File: src/rtl/core/assert_macros.svh
// Assertion macros shared by the option tag matcher RTL.
// Included by files that carry concurrent assertions; needs clock and reset in scope.
`ifndef ASSERT_MACROS_SVH
`define ASSERT_MACROS_SVH

// Same-cycle implication, sampled on the rising clock edge, off during reset.
`define OTKM_ASSERT_SAME(label, ante, cons) \
   label: assert property (@(posedge clock) disable iff (reset) (ante) |-> (cons)) \
      else $error("otkm assertion failed");

// Next-cycle implication, sampled on the rising clock edge, off during reset.
`define OTKM_ASSERT_NEXT(label, ante, cons) \
   label: assert property (@(posedge clock) disable iff (reset) (ante) |=> (cons)) \
      else $error("otkm assertion failed");

`endif

File: src/rtl/core/otkm_pkg.sv
// Package for the option tag matcher: payload types, tag tables and match helpers.
// No dependencies.
`timescale 1ns / 1ps

package otkm_pkg;

   localparam int NumTags = 6;
   localparam int TagMaxLen = 9;

   localparam logic [3:0] LenMax = 4'd15;

   localparam logic [7:0] ChSpace = 8'h20;
   localparam logic [7:0] ChTab = 8'h09;
   localparam logic [7:0] ChCr = 8'h0D;
   localparam logic [7:0] ChLf = 8'h0A;
   localparam logic [7:0] ChComma = 8'h2C;
   localparam logic [7:0] FoldBit = 8'h20;
   localparam logic [7:0] UpperA = 8'h41;
   localparam logic [7:0] UpperZ = 8'h5A;

   typedef logic [NumTags-1:0] otkm_mask_type;
   typedef logic [3:0] otkm_len_type;

   // bit 0 path, 1 100rel, 2 timer, 3 eventlist, 4 gruu, 5 outbound
   localparam logic [0:NumTags-1][0:TagMaxLen-1][7:0] TagText = '{
      '{"p", "a", "t", "h", 8'h00, 8'h00, 8'h00, 8'h00, 8'h00},
      '{"1", "0", "0", "r", "e", "l", 8'h00, 8'h00, 8'h00},
      '{"t", "i", "m", "e", "r", 8'h00, 8'h00, 8'h00, 8'h00},
      '{"e", "v", "e", "n", "t", "l", "i", "s", "t"},
      '{"g", "r", "u", "u", 8'h00, 8'h00, 8'h00, 8'h00, 8'h00},
      '{"o", "u", "t", "b", "o", "u", "n", "d", 8'h00}
   };
   localparam logic [0:NumTags-1][3:0] TagLen = '{4'd4, 4'd6, 4'd5, 4'd9, 4'd4, 4'd8};
   // set: compare after OR 0x20; clear: fold A..Z only
   localparam otkm_mask_type TagOrFold = 6'b000111;

   typedef struct packed {
      logic [7:0] body_byte;
      logic       byte_valid;
      logic       end_of_body;
   } otkm_item_type;

   typedef struct packed {
      logic          valid;
      otkm_item_type item;
   } otkm_stage_type;

   typedef struct packed {
      logic          valid;
      otkm_mask_type tag_mask;
   } otkm_result_type;

   function automatic logic is_token_break(input logic [7:0] c);
      return (c == ChSpace) || (c == ChTab) || (c == ChCr) || (c == ChLf) || (c == ChComma);
   endfunction

   function automatic logic [7:0] fold_ascii(input logic [7:0] c);
      if ((c >= UpperA) && (c <= UpperZ)) begin
         return c | FoldBit;
      end
      return c;
   endfunction

   function automatic logic [7:0] tag_char(input int tag, input otkm_len_type pos);
      if (pos < 4'(TagMaxLen)) begin
         return TagText[tag][pos];
      end
      return 8'h00;
   endfunction

   // tags completed by a token of length len that still matches
   function automatic otkm_mask_type token_hits(input otkm_len_type len,
                                                input otkm_mask_type match);
      otkm_mask_type hits;
      hits = '0;
      for (int t = 0; t < NumTags; t++) begin
         hits[t] = match[t] && (len != 4'd0) && (len == TagLen[t]);
      end
      return hits;
   endfunction

endpackage

File: src/rtl/core/otkm_if.sv
// Request and response channel interfaces for the option tag matcher.
// Depends on otkm_pkg for the mask width.
`timescale 1ns / 1ps

interface otkm_req_if;
   logic       valid;
   logic       ready;
   logic [7:0] body_byte;
   logic       byte_valid;
   logic       end_of_body;

   modport source (output valid, output body_byte, output byte_valid, output end_of_body,
                   input ready);
   modport sink (input valid, input body_byte, input byte_valid, input end_of_body,
                 output ready);
endinterface

interface otkm_rsp_if;
   logic                   valid;
   logic                   ready;
   otkm_pkg::otkm_mask_type tag_mask;

   modport source (output valid, output tag_mask, input ready);
   modport sink (input valid, input tag_mask, output ready);
endinterface

File: src/rtl/core/otkm_in_stage.sv
// Input register of the option tag matcher: captures one request per cycle, except while a final byte waits.
// Depends on otkm_pkg and otkm_req_if.
`timescale 1ns / 1ps

module otkm_in_stage (
   input  logic                     clock,
   input  logic                     reset,
   otkm_req_if.sink                 req,
   input  logic                     out_busy,
   output otkm_pkg::otkm_stage_type stage,
   output logic                     stage_fire
);
   import otkm_pkg::*;

   logic          valid_ff, valid_in;
   otkm_item_type item_ff, item_in;

   // a final byte waits while the response register still holds an untaken mask
   assign stage_fire = valid_ff && !(item_ff.end_of_body && out_busy);
   assign req.ready = !valid_ff || stage_fire;

   always_comb begin
      valid_in = valid_ff;
      item_in = item_ff;
      if (req.ready) begin
         valid_in = req.valid;
         item_in = '{body_byte: req.body_byte, byte_valid: req.byte_valid,
                     end_of_body: req.end_of_body};
      end
   end

   always_ff @(posedge clock) begin
      if (reset) begin
         valid_ff <= 1'b0;
      end else begin
         valid_ff <= valid_in;
      end
      item_ff <= item_in;
   end

   assign stage = '{valid: valid_ff, item: item_ff};

endmodule

File: src/rtl/core/otkm_match_core.sv
// Token state and per-tag byte comparison of the option tag matcher.
// Depends on otkm_pkg.
`timescale 1ns / 1ps

module otkm_match_core (
   input  logic                      clock,
   input  logic                      reset,
   input  otkm_pkg::otkm_stage_type  stage,
   input  logic                      stage_fire,
   output otkm_pkg::otkm_result_type result
);
   import otkm_pkg::*;

   otkm_len_type  len_ff, len_in, len_a;
   otkm_mask_type match_ff, match_in, match_a;
   otkm_mask_type found_ff, found_in, found_a, found_b;
   logic [7:0]    c, got;

   assign c = stage.item.body_byte;

   always_comb begin
      len_a = len_ff;
      match_a = match_ff;
      found_a = found_ff;
      got = 8'h00;
      if (stage.item.byte_valid) begin
         if (is_token_break(c)) begin
            found_a = found_ff | token_hits(len_ff, match_ff);
            len_a = '0;
            match_a = '1;
         end else begin
            for (int t = 0; t < NumTags; t++) begin
               got = TagOrFold[t] ? (c | FoldBit) : fold_ascii(c);
               if (!((len_ff < TagLen[t]) && (got == tag_char(t, len_ff)))) begin
                  match_a[t] = 1'b0;
               end
            end
            if (len_ff != LenMax) begin
               len_a = len_ff + 4'd1;
            end
         end
      end
      found_b = found_a | token_hits(len_a, match_a);
   end

   always_comb begin
      len_in = len_ff;
      match_in = match_ff;
      found_in = found_ff;
      if (stage_fire) begin
         if (stage.item.end_of_body) begin
            len_in = '0;
            match_in = '1;
            found_in = '0;
         end else begin
            len_in = len_a;
            match_in = match_a;
            found_in = found_a;
         end
      end
   end

   always_ff @(posedge clock) begin
      if (reset) begin
         len_ff <= '0;
         match_ff <= '1;
         found_ff <= '0;
      end else begin
         len_ff <= len_in;
         match_ff <= match_in;
         found_ff <= found_in;
      end
   end

   assign result = '{valid: stage_fire && stage.item.end_of_body, tag_mask: found_b};

endmodule

File: src/rtl/core/otkm_out_reg.sv
// Response register of the option tag matcher: holds one mask until taken.
// Depends on otkm_pkg and otkm_rsp_if.
`timescale 1ns / 1ps

module otkm_out_reg (
   input  logic                      clock,
   input  logic                      reset,
   input  otkm_pkg::otkm_result_type result,
   otkm_rsp_if.source                rsp,
   output logic                      out_busy
);
   import otkm_pkg::*;

   logic          valid_ff, valid_in;
   otkm_mask_type mask_ff, mask_in;

   always_comb begin
      valid_in = valid_ff && !rsp.ready;
      mask_in = mask_ff;
      if (result.valid) begin
         valid_in = 1'b1;
         mask_in = result.tag_mask;
      end
   end

   always_ff @(posedge clock) begin
      if (reset) begin
         valid_ff <= 1'b0;
      end else begin
         valid_ff <= valid_in;
      end
      mask_ff <= mask_in;
   end

   assign rsp.valid = valid_ff;
   assign rsp.tag_mask = mask_ff;
   assign out_busy = valid_ff && !rsp.ready;

endmodule

File: src/rtl/core/option_tag_keyword_matcher_top.sv
// Top level of the option tag matcher: input register, match core, response register.
// Depends on otkm_pkg, otkm_if, otkm_in_stage, otkm_match_core, otkm_out_reg.
//
//   channel | dir | payload                                 | handshake
//   req     | in  | body_byte[7:0] byte_valid end_of_body   | valid / ready
//   rsp     | out | tag_mask[5:0], one per end_of_body      | valid / ready
//
// One request per cycle unless a final request waits; the mask passes the input and then the response register.
// Rate is set by the single token update between the input and response registers.
// Synchronous reset clears the token state, the found mask and both valid flags.
// A final request waits in the input register while the response register is stalled;
// other requests keep flowing during a response stall.
`timescale 1ns / 1ps
`include "assert_macros.svh"

module option_tag_keyword_matcher_top (
   input logic      clock,
   input logic      reset,
   otkm_req_if.sink req,
   otkm_rsp_if.source rsp
);
   import otkm_pkg::*;

   otkm_stage_type  stage;
   otkm_result_type result;
   logic            stage_fire;
   logic            out_busy;
   logic            last_stalled;

   otkm_in_stage u_in_stage (
      .clock      (clock),
      .reset      (reset),
      .req        (req),
      .out_busy   (out_busy),
      .stage      (stage),
      .stage_fire (stage_fire)
   );

   otkm_match_core u_match_core (
      .clock      (clock),
      .reset      (reset),
      .stage      (stage),
      .stage_fire (stage_fire),
      .result     (result)
   );

   otkm_out_reg u_out_reg (
      .clock    (clock),
      .reset    (reset),
      .result   (result),
      .rsp      (rsp),
      .out_busy (out_busy)
   );

   assign last_stalled = stage.valid && stage.item.end_of_body && rsp.valid && !rsp.ready;

   `OTKM_ASSERT_NEXT(a_last_gives_rsp, stage_fire && stage.item.end_of_body, rsp.valid)
   `OTKM_ASSERT_SAME(a_empty_stage_ready, !stage.valid, req.ready)
   `OTKM_ASSERT_SAME(a_last_held_on_stall, last_stalled, !req.ready && !result.valid)

endmodule

File: src/flat_wrapper.sv
// flat-port wrapper written by rule: the top's interface ports become plain ports
module option_tag_keyword_matcher_top_flat import otkm_pkg::*;
  (clock, reset, req_valid, req_body_byte, req_byte_valid, req_end_of_body, req_ready, rsp_valid, rsp_tag_mask, rsp_ready);
  otkm_req_if req_i ();
  otkm_rsp_if rsp_i ();
  input logic clock;
  input logic reset;
  input wire logic [$bits(req_i.valid)-1:0] req_valid;
  input wire logic [$bits(req_i.body_byte)-1:0] req_body_byte;
  input wire logic [$bits(req_i.byte_valid)-1:0] req_byte_valid;
  input wire logic [$bits(req_i.end_of_body)-1:0] req_end_of_body;
  output wire logic [$bits(req_i.ready)-1:0] req_ready;
  output wire logic [$bits(rsp_i.valid)-1:0] rsp_valid;
  output wire logic [$bits(rsp_i.tag_mask)-1:0] rsp_tag_mask;
  input wire logic [$bits(rsp_i.ready)-1:0] rsp_ready;
  assign req_i.valid = req_valid;
  assign req_i.body_byte = req_body_byte;
  assign req_i.byte_valid = req_byte_valid;
  assign req_i.end_of_body = req_end_of_body;
  assign req_ready = req_i.ready;
  assign rsp_valid = rsp_i.valid;
  assign rsp_tag_mask = rsp_i.tag_mask;
  assign rsp_i.ready = rsp_ready;
  option_tag_keyword_matcher_top u_core (.clock(clock), .reset(reset), .req(req_i), .rsp(rsp_i));
endmodule
File: config.mk
export PLATFORM = sky130hd
export DESIGN_NAME = option_tag_keyword_matcher_top_flat
export DESIGN_NICKNAME = d
export VERILOG_FILES = /design/src/rtl/core/otkm_pkg.sv /design/src/rtl/core/otkm_if.sv /design/src/rtl/core/otkm_in_stage.sv /design/src/rtl/core/otkm_match_core.sv /design/src/rtl/core/otkm_out_reg.sv /design/src/rtl/core/option_tag_keyword_matcher_top.sv /design/src/flat_wrapper.sv
export VERILOG_INCLUDE_DIRS = /design/src /design/src/rtl/core
export SDC_FILE = /design/constraint.sdc
export NUM_CORES = 1
export LEC_CHECK = 0
export BUFFER_PORTS_ARGS = -buffer_cell sky130_fd_sc_hd__buf_4
export CAP_MARGIN = 20
export CORE_MARGIN = 2
export CORE_UTILIZATION = 53
export DETAILED_ROUTE_END_ITERATION = 12
export MAX_ROUTING_LAYER = met4
export PLACE_DENSITY = 0.81
export SETUP_SLACK_MARGIN = 0.02
export SLEW_MARGIN = 20
export SYNTH_ARGS = -nofsm -noshare
export SYNTH_HDL_FRONTEND = slang
export SYNTH_SLANG_ARGS = --single-unit
File: constraint.sdc
create_clock -name clock -period 2.5 [get_ports clock]
set_input_delay 0.375 -clock clock [delete_from_list [all_inputs] [get_ports clock]]
set_output_delay 0.375 -clock clock [all_outputs]
set_load 0.05 [all_outputs]
# After elaboration in Yosys (flattened, before gate mapping)

Memories as Yosys holds them, arrays and structs flattened.
Index checks and enable logic that the tools add are counted.

Output and inout bits: 8
Input port bits: 14
ROM bits: 768
Register bits after elaboration: 34
Memories: 6

Order comparisons: 8
Add/sub/neg operators: 1
Multiplexer cells: 63
Bitwise logic cells: 3
Equal/unequal tests: 22
Reductions and logical operators: 45

Memory list:

| name             | depth | width | rd ports | clocked after memory_dff | write ports | RTL line       | RTL |
|---|---|---|---|---|---|---|---|
| (name not given) | 16    | 8     | 1        | 0                        | 0           | otkm_pkg.sv:66 | `return TagText[tag][pos];` |
| (name not given) | 16    | 8     | 1        | 0                        | 0           | otkm_pkg.sv:66 |  |
| (name not given) | 16    | 8     | 1        | 0                        | 0           | otkm_pkg.sv:66 |  |
| (name not given) | 16    | 8     | 1        | 0                        | 0           | otkm_pkg.sv:66 |  |
| (name not given) | 16    | 8     | 1        | 0                        | 0           | otkm_pkg.sv:66 |  |
| (name not given) | 16    | 8     | 1        | 0                        | 0           | otkm_pkg.sv:66 |  |

Operators with widths:

| operator                                                                            | count |
|---|---|
| 8-bit 2-to-1 mux                                                                    | 40 |
| 8-bit == test                                                                       | 6 |
| 6-bit 2-to-1 mux                                                                    | 6 |
| 1-bit logical AND                                                                   | 35 |
| 4-bit by 3-bit == test with 1-bit output, second input constant                     | 6 |
| 8-bit by 4-bit == test with 1-bit output, second input constant                     | 3 |
| 4-bit == test, second input constant                                                | 4 |
| 8-bit by 6-bit == test with 1-bit output, second input constant                     | 2 |
| 4-bit 2-to-1 mux                                                                    | 4 |
| 1-bit 2-to-1 mux                                                                    | 13 |
| 4-bit by 3-bit < comparator with 1-bit output, second input constant                | 3 |
| 6-bit OR                                                                            | 2 |
| 8-bit by 7-bit greater-or-equal comparator with 1-bit output, second input constant | 1 |
| 8-bit by 7-bit <= comparator with 1-bit output, second input constant               | 1 |
| 4-bit < comparator, second input constant                                           | 2 |
| 4-bit nonzero test                                                                  | 2 |
| 5-bit greater-or-equal comparator, second input constant                            | 1 |
| 1-bit logical OR                                                                    | 5 |
| 4-bit inverter with 5-bit output                                                    | 1 |
| 4-bit by 1-bit adder with 4-bit output, second input constant                       | 1 |
| 4-bit != test, second input constant                                                | 1 |
| 1-bit zero test                                                                     | 3 |

# Logic depth before layout (Yosys ltp)

Gate-level depths: netlist (run 1).

Depth in word-level cells: 18
Gate-level depth with buffers: 10

# By module

From an unflattened synthesis (run 1), not the netlist that was laid out.

Cells, all modules: 258
Area, all modules: 2338.5 µm²

By module, submodules not included:

| module          | times used | cells an instance | area an instance (µm²) | sequential area each (µm²) |
|---|---|---|---|---|
| otkm_match_core | 1          | 233               | 1756.7                 | 320.3 |
| otkm_in_stage   | 1          | 16                | 357.8                  | 320.3 |
| otkm_out_reg    | 1          | 9                 | 224.0                  | 200.2 |

# Worst setup path after synthesis (run 1)

No wires, ideal clock.

Path type: reg-to-reg
From: register u_core.u_match_core.len_ff[1]
To: register u_core.u_out_reg.mask_ff[3] (netlist: u_core.u_out_reg.rsp.tag_mask[3]) (data pin)
Data arrival time: 2.300 ns
Path slack: 0.070 ns
Clock period less this slack: 2.430 ns
Stages on the path, launching flop included: 8
Data required time: 2.369 ns
Setup time: 0.131 ns
Buffers on the path: 0
Path through: dfxtp_1 ha_1 inv_1 o31ai_1 mux2_2 or4_4 nor4b_2 a211o_1

RTL lines:

| what                   | RTL line              | RTL |
|---|---|---|
| from (decl)            | otkm_match_core.sv:14 | `otkm_len_type len_ff, len_in, len_a;` |
| from (signal assigned) | otkm_match_core.sv:69 | `len_ff <= len_in;` |
| to (signal assigned)   | otkm_out_reg.sv:32    | `mask_ff <= mask_in;` |
| to (decl)              | otkm_out_reg.sv:15    | `otkm_mask_type mask_ff, mask_in;` |

==> flow_summary.json, run 1 <==
{
  "slew_viol_final": 0,
  "worstSkewPairLatency_ps": 290,
  "end_kind": "register",
  "finalClockSkew_ps": 11.2,
  "cts_tree": "yes",
  "regToRegSetupSlack_ps": 180,
  "setup_viol": 0,
  "core_area_mm2": 0.00400,
  "fin_util": 0.647,
  "fp-row-count": 23,
  "synthArstFlopShare": 0,
  "antenna_cells": 0,
  "slowest_delay_ps": 580,
  "ys_warn_count": 0,
  "grt_pass1_vias": 1953,
  "n_fill_cell": 336,
  "cp.buffers_inverters": 1,
  "io_pins": 22,
  "firstDrtPassIters": 5,
  "cts.repair.resized": 0,
  "drive_gt1_frac": 0.197,
  "layout_common_cells": "buf_4 (39), nor2_1 (24), a21oi_1 (21)",
  "final_common_cell": "buf_4",
  "avgSynthCellArea_um2": 8.59,
  "finalCritPeriodShare": 0.928,
  "worstPathArrival_ps": 2340,
  "setup_tns_ps": 0,
  "die_area_mm2": 0.00468,
  "cts_buffers": 5,
  "crit_chain": "ha_1 > buf_4 > ha_1 > o22ai_1 > nand2_1 > o41ai_1",
  "regArea_um2": 842,
  "clock_sinks": 34,
  "viasPerCell": 6.27,
  "syn_inst": 256,
  "vias": 2095,
  "wl_per_cell_um": 17.1,
  "crit_path_start": "u_core.u_match_core.len_ff[0]",
  "port_buffers": 21,
  "hpwl_um": 4110,
  "start_util": 0.550,
  "clk_pin_slew_ps": 80,
  "synthFlopType": "dfxtp_1",
  "post_cts_buffers": 0,
  "slowest_stage": "o41ai_1",
  "gp_congestion": 0.994,
  "critPathCapture": "u_core.u_out_reg.rsp.tag_mask[0]",
  "critPathMostFrequentCell": "ha_1",
  "critical_path_class": "reg2reg",
  "path_max_fanout": 7,
  "rsz0062_at_grt": "no",
  "hold_viol_final": 0,
  "multi_input_area_mm2": 0.00124,
  "status": "finished clean",
  "fp.dieW_um": 68.4,
  "grt_pass1_wl_um": 9210,
  "power_density_mw_per_mm2": 497,
  "wirelength_um": 5730,
  "ctsHoldBuffers": 0,
  "ir_worst_vdd_mv": 0.372,
  "cts-htree-levels": 2,
  "grt_use_total": 0.277,
  "antenna_found_initial": 0,
  "die_h_um": 68.4,
  "cap_violations": 0,
  "ant_nets": 0,
  "startpoint_type": "register",
  "power_leakage_nw": 1.00,
  "min_path_type": "in2reg",
  "cp.required_ps": 2530,
  "yosys.cell_types.count": 53,
  "synth_area_mm2": 0.00220,
  "grt_max_degree": 24,
  "syn_to_final_growth_pct": 17.6,
  "crit_family": "compound AO/OA/AOI/OAI gates",
  "ff2ff_path_depth": 6,
  "root_buffer": "clkbuf_8",
  "period_needed_ps": 2320,
  "grt_overflow": 0,
  "drt_iter0_markers": 233,
  "syn-num-nets": 276,
  "timing.rr.end": "u_core.u_out_reg.rsp.tag_mask[0]",
  "fmax_mhz": 431,
  "cts_buffer_depth": 2,
  "synth_edf_count": 16,
  "p_total_mw": 1.29,
  "ys_seq_elements": 34,
  "critical_path_cell_count": 6,
  "remaining_drc_errors": 0,
  "seq_area_frac_synth": 0.382,
  "relSlewSlack": 0.588,
  "worst_pin_slew_ps": 614,
  "nNetsFinal": 303,
  "r2r-start": "u_core.u_match_core.len_ff[0]"
}
==> area by class of cell <==
class / instances / area share
multi-input cells: 192 / 0.478
flip-flops and latches: 34 / 0.325
repair buffers: 39 / 0.113
clock buffers: 5 / 0.0266
well taps: 50 / 0.0242
clock inverters: 3 / 0.0169
inverters: 11 / 0.0160
==> cells in the mapped netlist (7+ instances only) <==
cell type,instances,share of area
o21ai_0,11,0.025
nand2_1,18,0.031
nand2b_1,7,0.020
nor3_1,9,0.020
a21oi_1,21,0.048
buf_2,7,0.016
clkbuf_1,8,0.014
edfxtp_1,16,0.22
dfxtp_1,18,0.16
nor2_1,24,0.041
inv_1,8,0.014
xnor2_1,13,0.052
==> where the power goes <==
group / internal, mW / leakage [nW] / switching [mW]
clock: 0.297 / 0.0547 / 0.210
sequential: 0.599 / 0.310 / 0.0216
combinational: 0.0684 / 0.635 / 0.0885
total: 0.965 / 1.00 / 0.320
==> state kept, by name (all words and copies together) (netlist names) <==
| register | cells |
|---|---|
| u_core.u_in_stage.stage | 10 |
| u_core.u_match_core.found_ff | 6 |
| u_core.u_match_core.match_ff | 6 |
| u_core.u_out_reg.rsp.tag_mask | 6 |
| u_core.u_match_core.len_ff | 4 |
| u_core.u_in_stage.valid_ff | 1 |
| u_core.u_out_reg.rsp.valid | 1 |
==> worst min-delay path by stage <==
stage | startpoint | to | slack, ps | cells after the start
after floorplan | u_core.u_match_core.found_ff[2] | u_core.u_match_core.found_ff[2] | 440 | 2
after global placement | u_core.u_match_core.found_ff[5] | u_core.u_match_core.found_ff[5] | 450 | 2
after detailed placement | u_core.u_match_core.found_ff[5] | u_core.u_match_core.found_ff[5] | 470 | 2
after CTS | req_body_byte[5] | u_core.u_in_stage.stage[7] | 250 | 1
after global routing | req_body_byte[1] | u_core.u_in_stage.stage[3] | 240 | 1
final | req_body_byte[2] | u_core.u_in_stage.stage[4] | 250 | 1
==> worst reg2reg max path, cell delays in order (launching register included) <==
cell     delay [ps]
dfxtp_2         360
ha_1            220
buf_4           160
ha_1            270
o22ai_1         280
nand2_1         190
o41ai_1         580
==> metrics by stage <==
step | area (um^2) | hold slack [ps] | worst slack (ps) | cells
after floorplan | 2200 | 437 | 69.5 | 256
after detailed placement | 2470 | 466 | 156 | 326
after CTS | 2580 | 249 | 133 | 334
after global routing | 2590 | 242 | 97.4 | 334
final | 2590 | 254 | 181 | 334
after global placement | 2470 | 449 | 260 | 326
==> layer usage <==
metal | vias to the layer above | share of wire | global-route usage
li1 | 992 | - | -
met4 | 0 | 0.043 | 0.150
met1 | 974 | 0.41 | 0.343
met2 | 104 | 0.47 | 0.423
met3 | 25 | 0.075 | 0.0576
met5 | - | 0 | -
==> cells by family after synthesis <==
| logic type | after synthesis | synth area share |
|---|---|---|
| AO/OA/AOI/OAI | 70 | 0.209 |
| AND/OR/NAND/NOR | 92 | 0.216 |
| multiplexers | 6 | 0.0284 |
| buffers and inverters | 30 | 0.0586 |
| adder cells (fa/ha/maj) | 6 | 0.0341 |
| flip-flops | 34 | 0.382 |
| XOR/XNOR | 18 | 0.0717 |
Note: power is estimated with default switching activity, not from simulation.
==> inputs of run 2 (changes only) <==
--- a/config.mk
+++ b/config.mk
@@ -12,7 +12,7 @@
 export CORE_UTILIZATION = 53
 export DETAILED_ROUTE_END_ITERATION = 12
 export MAX_ROUTING_LAYER = met4
-export PLACE_DENSITY = 0.81
+export PLACE_DENSITY_LB_ADDON = 0.12
 export SETUP_SLACK_MARGIN = 0.02
 export SLEW_MARGIN = 20
 export SYNTH_ARGS = -nofsm -noshare
==> flow_summary.json, run 2 (synthesized netlist as in run 1, its figures left out) <==
{
  "status": "finished clean",
  "port_buffers": 21,
  "clk_pin_slew_ps": 80,
  "grt_pass1_wl_um": 8950,
  "layout_common_cells": "buf_4 (40), nor2_1 (24), a21oi_1 (21)",
  "setup_tns_ps": 0,
  "grt_use_total": 0.273,
  "setup_viol": 0,
  "min_path_type": "in2reg",
  "hold_viol_final": 0,
  "ctsHoldBuffers": 0,
  "wl_per_cell_um": 16.5,
  "cts.repair.resized": 0,
  "critical_path_class": "reg2reg",
  "cp.buffers_inverters": 1,
  "cp.required_ps": 2550,
  "crit_family": "compound AO/OA/AOI/OAI gates",
  "worst_pin_slew_ps": 605,
  "startpoint_type": "register",
  "end_kind": "register",
  "cap_violations": 0,
  "syn_to_final_growth_pct": 17.1,
  "power_leakage_nw": 1.00,
  "relSlewSlack": 0.593,
  "post_cts_buffers": 0,
  "antenna_found_initial": 0,
  "firstDrtPassIters": 4,
  "finalCritPeriodShare": 0.928,
  "remaining_drc_errors": 0,
  "fin_ws_ps": 179,
  "cts_buffer_depth": 2,
  "gp_congestion": 0.981,
  "hpwl_um": 4060,
  "grt_overflow": 0,
  "fp-row-count": 23,
  "crit_chain": "buf_4 > or4_1 > o22ai_1 > a211oi_1 > nand4_1 > nor4_1 > a311o_1",
  "instances_no_fill": 335,
  "start_util": 0.550,
  "rsz0062_at_grt": "no",
  "ir_worst_vdd_mv": 0.381,
  "slew_viol_final": 0,
  "grt_max_degree": 27,
  "path_max_fanout": 11,
  "die_area_mm2": 0.00468,
  "root_buffer": "clkbuf_8",
  "cts_tree": "yes",
  "period_needed_ps": 2320,
  "cts-htree-levels": 2,
  "ant_nets": 0,
  "dp_slack_ps": 153,
  "vias": 2047,
  "worstSkewPairLatency_ps": 300,
  "viasPerCell": 6.11,
  "fp.dieW_um": 68.4,
  "core_area_mm2": 0.00400,
  "antenna_cells": 0,
  "clock_sinks": 34,
  "fmax_mhz": 431,
  "slowest_delay_ps": 470,
  "io_pins": 22,
  "wirelength_um": 5540,
  "nNetsFinal": 304,
  "grt_pass1_vias": 1815,
  "power_density_mw_per_mm2": 472,
  "dp_cells": 327,
  "largest_reg_flops": 10,
  "finalClockSkew_ps": 11.4,
  "slowest_stage": "or4_1",
  "drive_gt1_frac": 0.200,
  "die_h_um": 68.4,
  "worstPathArrival_ps": 2370,
  "final_common_cell": "buf_4",
  "n_fill_cell": 360,
  "cts_buffers": 5,
  "drt_iter0_markers": 198
}
-- run 2: final cells by class --
cell class,instances,area [um^2],share of cell area
Tap cell,50,62.6,0.0243
Multi-Input combinational cell,192,1240,0.480
Clock buffer,6,82.6,0.0321
Clock inverter,2,11.3,0.00437
Timing Repair Buffer,40,300,0.117
Inverter,11,41.3,0.0160
Sequential cell,34,842,0.327
-- run 2: power by group --
| part | switching, mW | internal (mW) | leakage [nW] | total [mW] |
|---|---|---|---|---|
| clock | 0.218 | 0.222 | 0.0515 | 0.441 |
| combinational | 0.0851 | 0.0691 | 0.640 | 0.154 |
| sequential | 0.0227 | 0.599 | 0.310 | 0.622 |
| total | 0.326 | 0.891 | 1.00 | 1.22 |
-- run 2: path summary, 6_finish.rpt --
| kind | from | end | slack [ps] | cells past startpoint |
|---|---|---|---|---|
| max | u_core.u_in_stage.stage[5] | u_core.u_out_reg.rsp.tag_mask[4] | 180 | 7 |
| min | req_byte_valid | u_core.u_in_stage.stage[1] | 250 | 1 |
| max reg2reg | u_core.u_in_stage.stage[5] | u_core.u_out_reg.rsp.tag_mask[4] | 180 | 7 |
| min reg2reg | u_core.u_match_core.found_ff[2] | u_core.u_match_core.found_ff[2] | 480 | 2 |
-- run 2: metrics by stage --
| stage | hold slack [ps] | power [mW] | util | instance area (um^2) |
|---|---|---|---|---|
| global route | 239 | 1.26 | 0.644 | 2580 |
| finish | 248 | 1.22 | 0.644 | 2580 |
| floorplan | 437 | 0.729 | - | 2200 |
| detailed placement | 467 | 0.785 | 0.619 | 2470 |
| CTS | 241 | 1.22 | 0.642 | 2570 |
| global placement | 457 | 0.783 | 0.619 | 2470 |
-- run 2: routing by layer --
| metal | wire (um) | part of all wire | GRT usage |
|---|---|---|---|
| met4 | 120 | 0.022 | 0.113 |
| met3 | 445 | 0.080 | 0.0510 |
| met1 | 2480 | 0.45 | 0.365 |
| met5 | 0 | 0 | - |
| met2 | 2490 | 0.45 | 0.404 |
==> inputs of run 3 (changes only) <==
--- a/config.mk
+++ b/config.mk
@@ -9,7 +9,7 @@
 export BUFFER_PORTS_ARGS = -buffer_cell sky130_fd_sc_hd__buf_4
 export CAP_MARGIN = 20
 export CORE_MARGIN = 2
-export CORE_UTILIZATION = 53
+export CORE_UTILIZATION = 36
 export DETAILED_ROUTE_END_ITERATION = 12
 export MAX_ROUTING_LAYER = met4
 export PLACE_DENSITY_LB_ADDON = 0.12
==> flow_summary.json, run 3 (synthesized netlist as in run 1, its figures left out) <==
{
  "status": "finished clean",
  "regToRegSetupSlack_ps": 200,
  "r2r-start": "u_core.u_match_core.len_ff[0]",
  "hpwl_um": 4310,
  "worstSkewPairLatency_ps": 280,
  "grt_overflow": 0,
  "nNetsFinal": 303,
  "grt_pass1_vias": 1839,
  "cap_violations": 0,
  "worstPathArrival_ps": 2460,
  "worst_pin_slew_ps": 616,
  "setup_viol": 0,
  "end_kind": "register",
  "antenna_cells": 0,
  "antenna_found_initial": 0,
  "holdCritStartpoint": "req_byte_valid",
  "design_area_mm2": 0.00263,
  "hold_viol_final": 0,
  "syn_to_final_growth_pct": 19.3,
  "cts-htree-levels": 2,
  "whs_path_depth": 1,
  "critical_path_class": "reg2reg",
  "cp.required_ps": 2650,
  "fmax_mhz": 435,
  "remaining_drc_errors": 0,
  "clock_sinks": 34,
  "grt_max_degree": 27,
  "slowest_stage": "or4_4",
  "rsz0062_at_grt": "no",
  "vias": 2021,
  "viasPerCell": 5.63,
  "core_area_mm2": 0.00592,
  "ant_nets": 0,
  "gp_congestion": 0.849,
  "wl_per_cell_um": 16.1,
  "port_buffers": 21,
  "crit_family": "simple AND/OR/NAND/NOR gates",
  "root_buffer": "clkbuf_8",
  "startpoint_type": "register",
  "fp-row-count": 28,
  "setup_tns_ps": 0,
  "final_common_cell": "buf_4",
  "finalClockSkew_ps": 7.39,
  "power_density_mw_per_mm2": 496,
  "cts_tree": "yes",
  "crit_chain": "ha_1 > inv_1 > o31ai_1 > mux2_2 > or4_4 > nor4b_2 > a211o_1",
  "hold_end": "u_core.u_in_stage.stage[1]",
  "n_fill_cell": 612,
  "grt_use_total": 0.187,
  "fp.dieW_um": 82.2,
  "min_path_type": "in2reg",
  "die_h_um": 82.2,
  "drive_gt1_frac": 0.197,
  "relSlewSlack": 0.587,
  "power_leakage_nw": 1.00,
  "period_needed_ps": 2300,
  "slew_viol_final": 0,
  "slowest_delay_ps": 450,
  "cts_buffer_depth": 2,
  "cp.buffers_inverters": 1,
  "layout_common_cells": "buf_4 (39), nor2_1 (24), a21oi_1 (21)",
  "clk_pin_slew_ps": 70,
  "grt_pass1_wl_um": 9270,
  "cts_buffers": 5,
  "ff2ff_path_depth": 7,
  "ir_worst_vdd_mv": 0.347,
  "timing.rr.end": "u_core.u_out_reg.rsp.tag_mask[3]",
  "path_max_fanout": 7,
  "io_pins": 22,
  "ctsHoldBuffers": 0,
  "placed_cell_area_mm2": 0.00250,
  "die_area_mm2": 0.00675,
  "start_util": 0.372,
  "firstDrtPassIters": 4,
  "wirelength_um": 5790,
  "largest_reg_flops": 10,
  "drt_iter0_markers": 186,
  "finalCritPeriodShare": 0.921
}
==> run 3: changes by cell type in the layout (fill, tap and decap cells not counted) <==
| cell | delta |
|---|---|
| ha_1 | -1 |
| clkbuf_1 | +1 |
| clkinv_2 | -1 |
| buf_4 | -1 |
| inv_4 | -1 |
| bufinv_16 | +1 |
| ha_2 | +1 |
==> run 3: worst max-delay path by stage <==
stage	from	end	slack [ps]	cells past startpoint
2_1_floorplan	u_core.u_match_core.len_ff[1]	u_core.u_out_reg.rsp.tag_mask[3]	70	7
5_1_grt	u_core.u_match_core.len_ff[0]	u_core.u_out_reg.rsp.tag_mask[3]	100	7
3_3_place_gp	u_core.u_match_core.len_ff[0]	u_core.u_out_reg.rsp.tag_mask[3]	50	9
6_report	u_core.u_match_core.len_ff[0]	u_core.u_out_reg.rsp.tag_mask[3]	200	7
4_1_cts	u_core.u_match_core.len_ff[0]	u_core.u_out_reg.rsp.tag_mask[3]	50	9
3_5_place_dp	u_core.u_match_core.len_ff[0]	u_core.u_out_reg.rsp.tag_mask[3]	70	9
==> run 3: area by class of cell <==
type | count | area [um^2] | area share
timing repair buffer | 39 | 293 | 0.112
multi-input combinational | 192 | 1240 | 0.472
clock buffer | 7 | 86.3 | 0.0329
sequential | 34 | 842 | 0.321
tap | 75 | 93.8 | 0.0357
inverter | 11 | 41.3 | 0.0157
clock inverter | 1 | 30.0 | 0.0114
==> run 3: what timing repair did <==
item                                    CTS  global route
resized for setup                         0             4
endpoints found under the setup margin    0             2
buffers inserted                          0             0
==> run 3: per-stage QoR <==
| step | total power, mW | instances | worst slack [ps] | hold WS [ps] | utilization |
|---|---|---|---|---|---|
| after floorplan | 0.729 | 256 | 69.5 | 437 | - |
| final | 1.30 | 359 | 199 | 263 | 0.443 |
| after global placement | 0.786 | 351 | 49.4 | 452 | 0.422 |
| after CTS | 1.31 | 359 | 52.6 | 259 | 0.442 |
| after detailed placement | 0.786 | 351 | 72.1 | 465 | 0.422 |
| after global routing | 1.36 | 359 | 103 | 253 | 0.443 |
==> run 3: worst register-to-register path, delay by kind of cell (launching register included) <==
family / cells / cell delay, ps
AND/OR/NAND/NOR: 2 / 680
AO/OA/AOI/OAI: 2 / 430
buffers and inverters: 1 / 50
adder cells (fa/ha/maj): 1 / 180
flip-flops: 1 / 390
multiplexers: 1 / 430
==> run 3: power by group <==
group	total (mW)	internal (mW)	leakage [nW]	switching, mW
combinational	0.156	0.0688	0.632	0.0873
clock	0.523	0.325	0.0585	0.198
sequential	0.622	0.600	0.310	0.0223
==> run 3: per-layer routing <==
layer | global-route usage | share of wire | routed length, um | vias to the layer above
li1 | - | - | - | 989
met1 | 0.256 | 0.50 | 2870 | 980
met2 | 0.283 | 0.45 | 2610 | 41
met3 | 0.0359 | 0.032 | 183 | 11
met4 | 0.0550 | 0.021 | 123 | 0
met5 | - | 0 | 0 | -
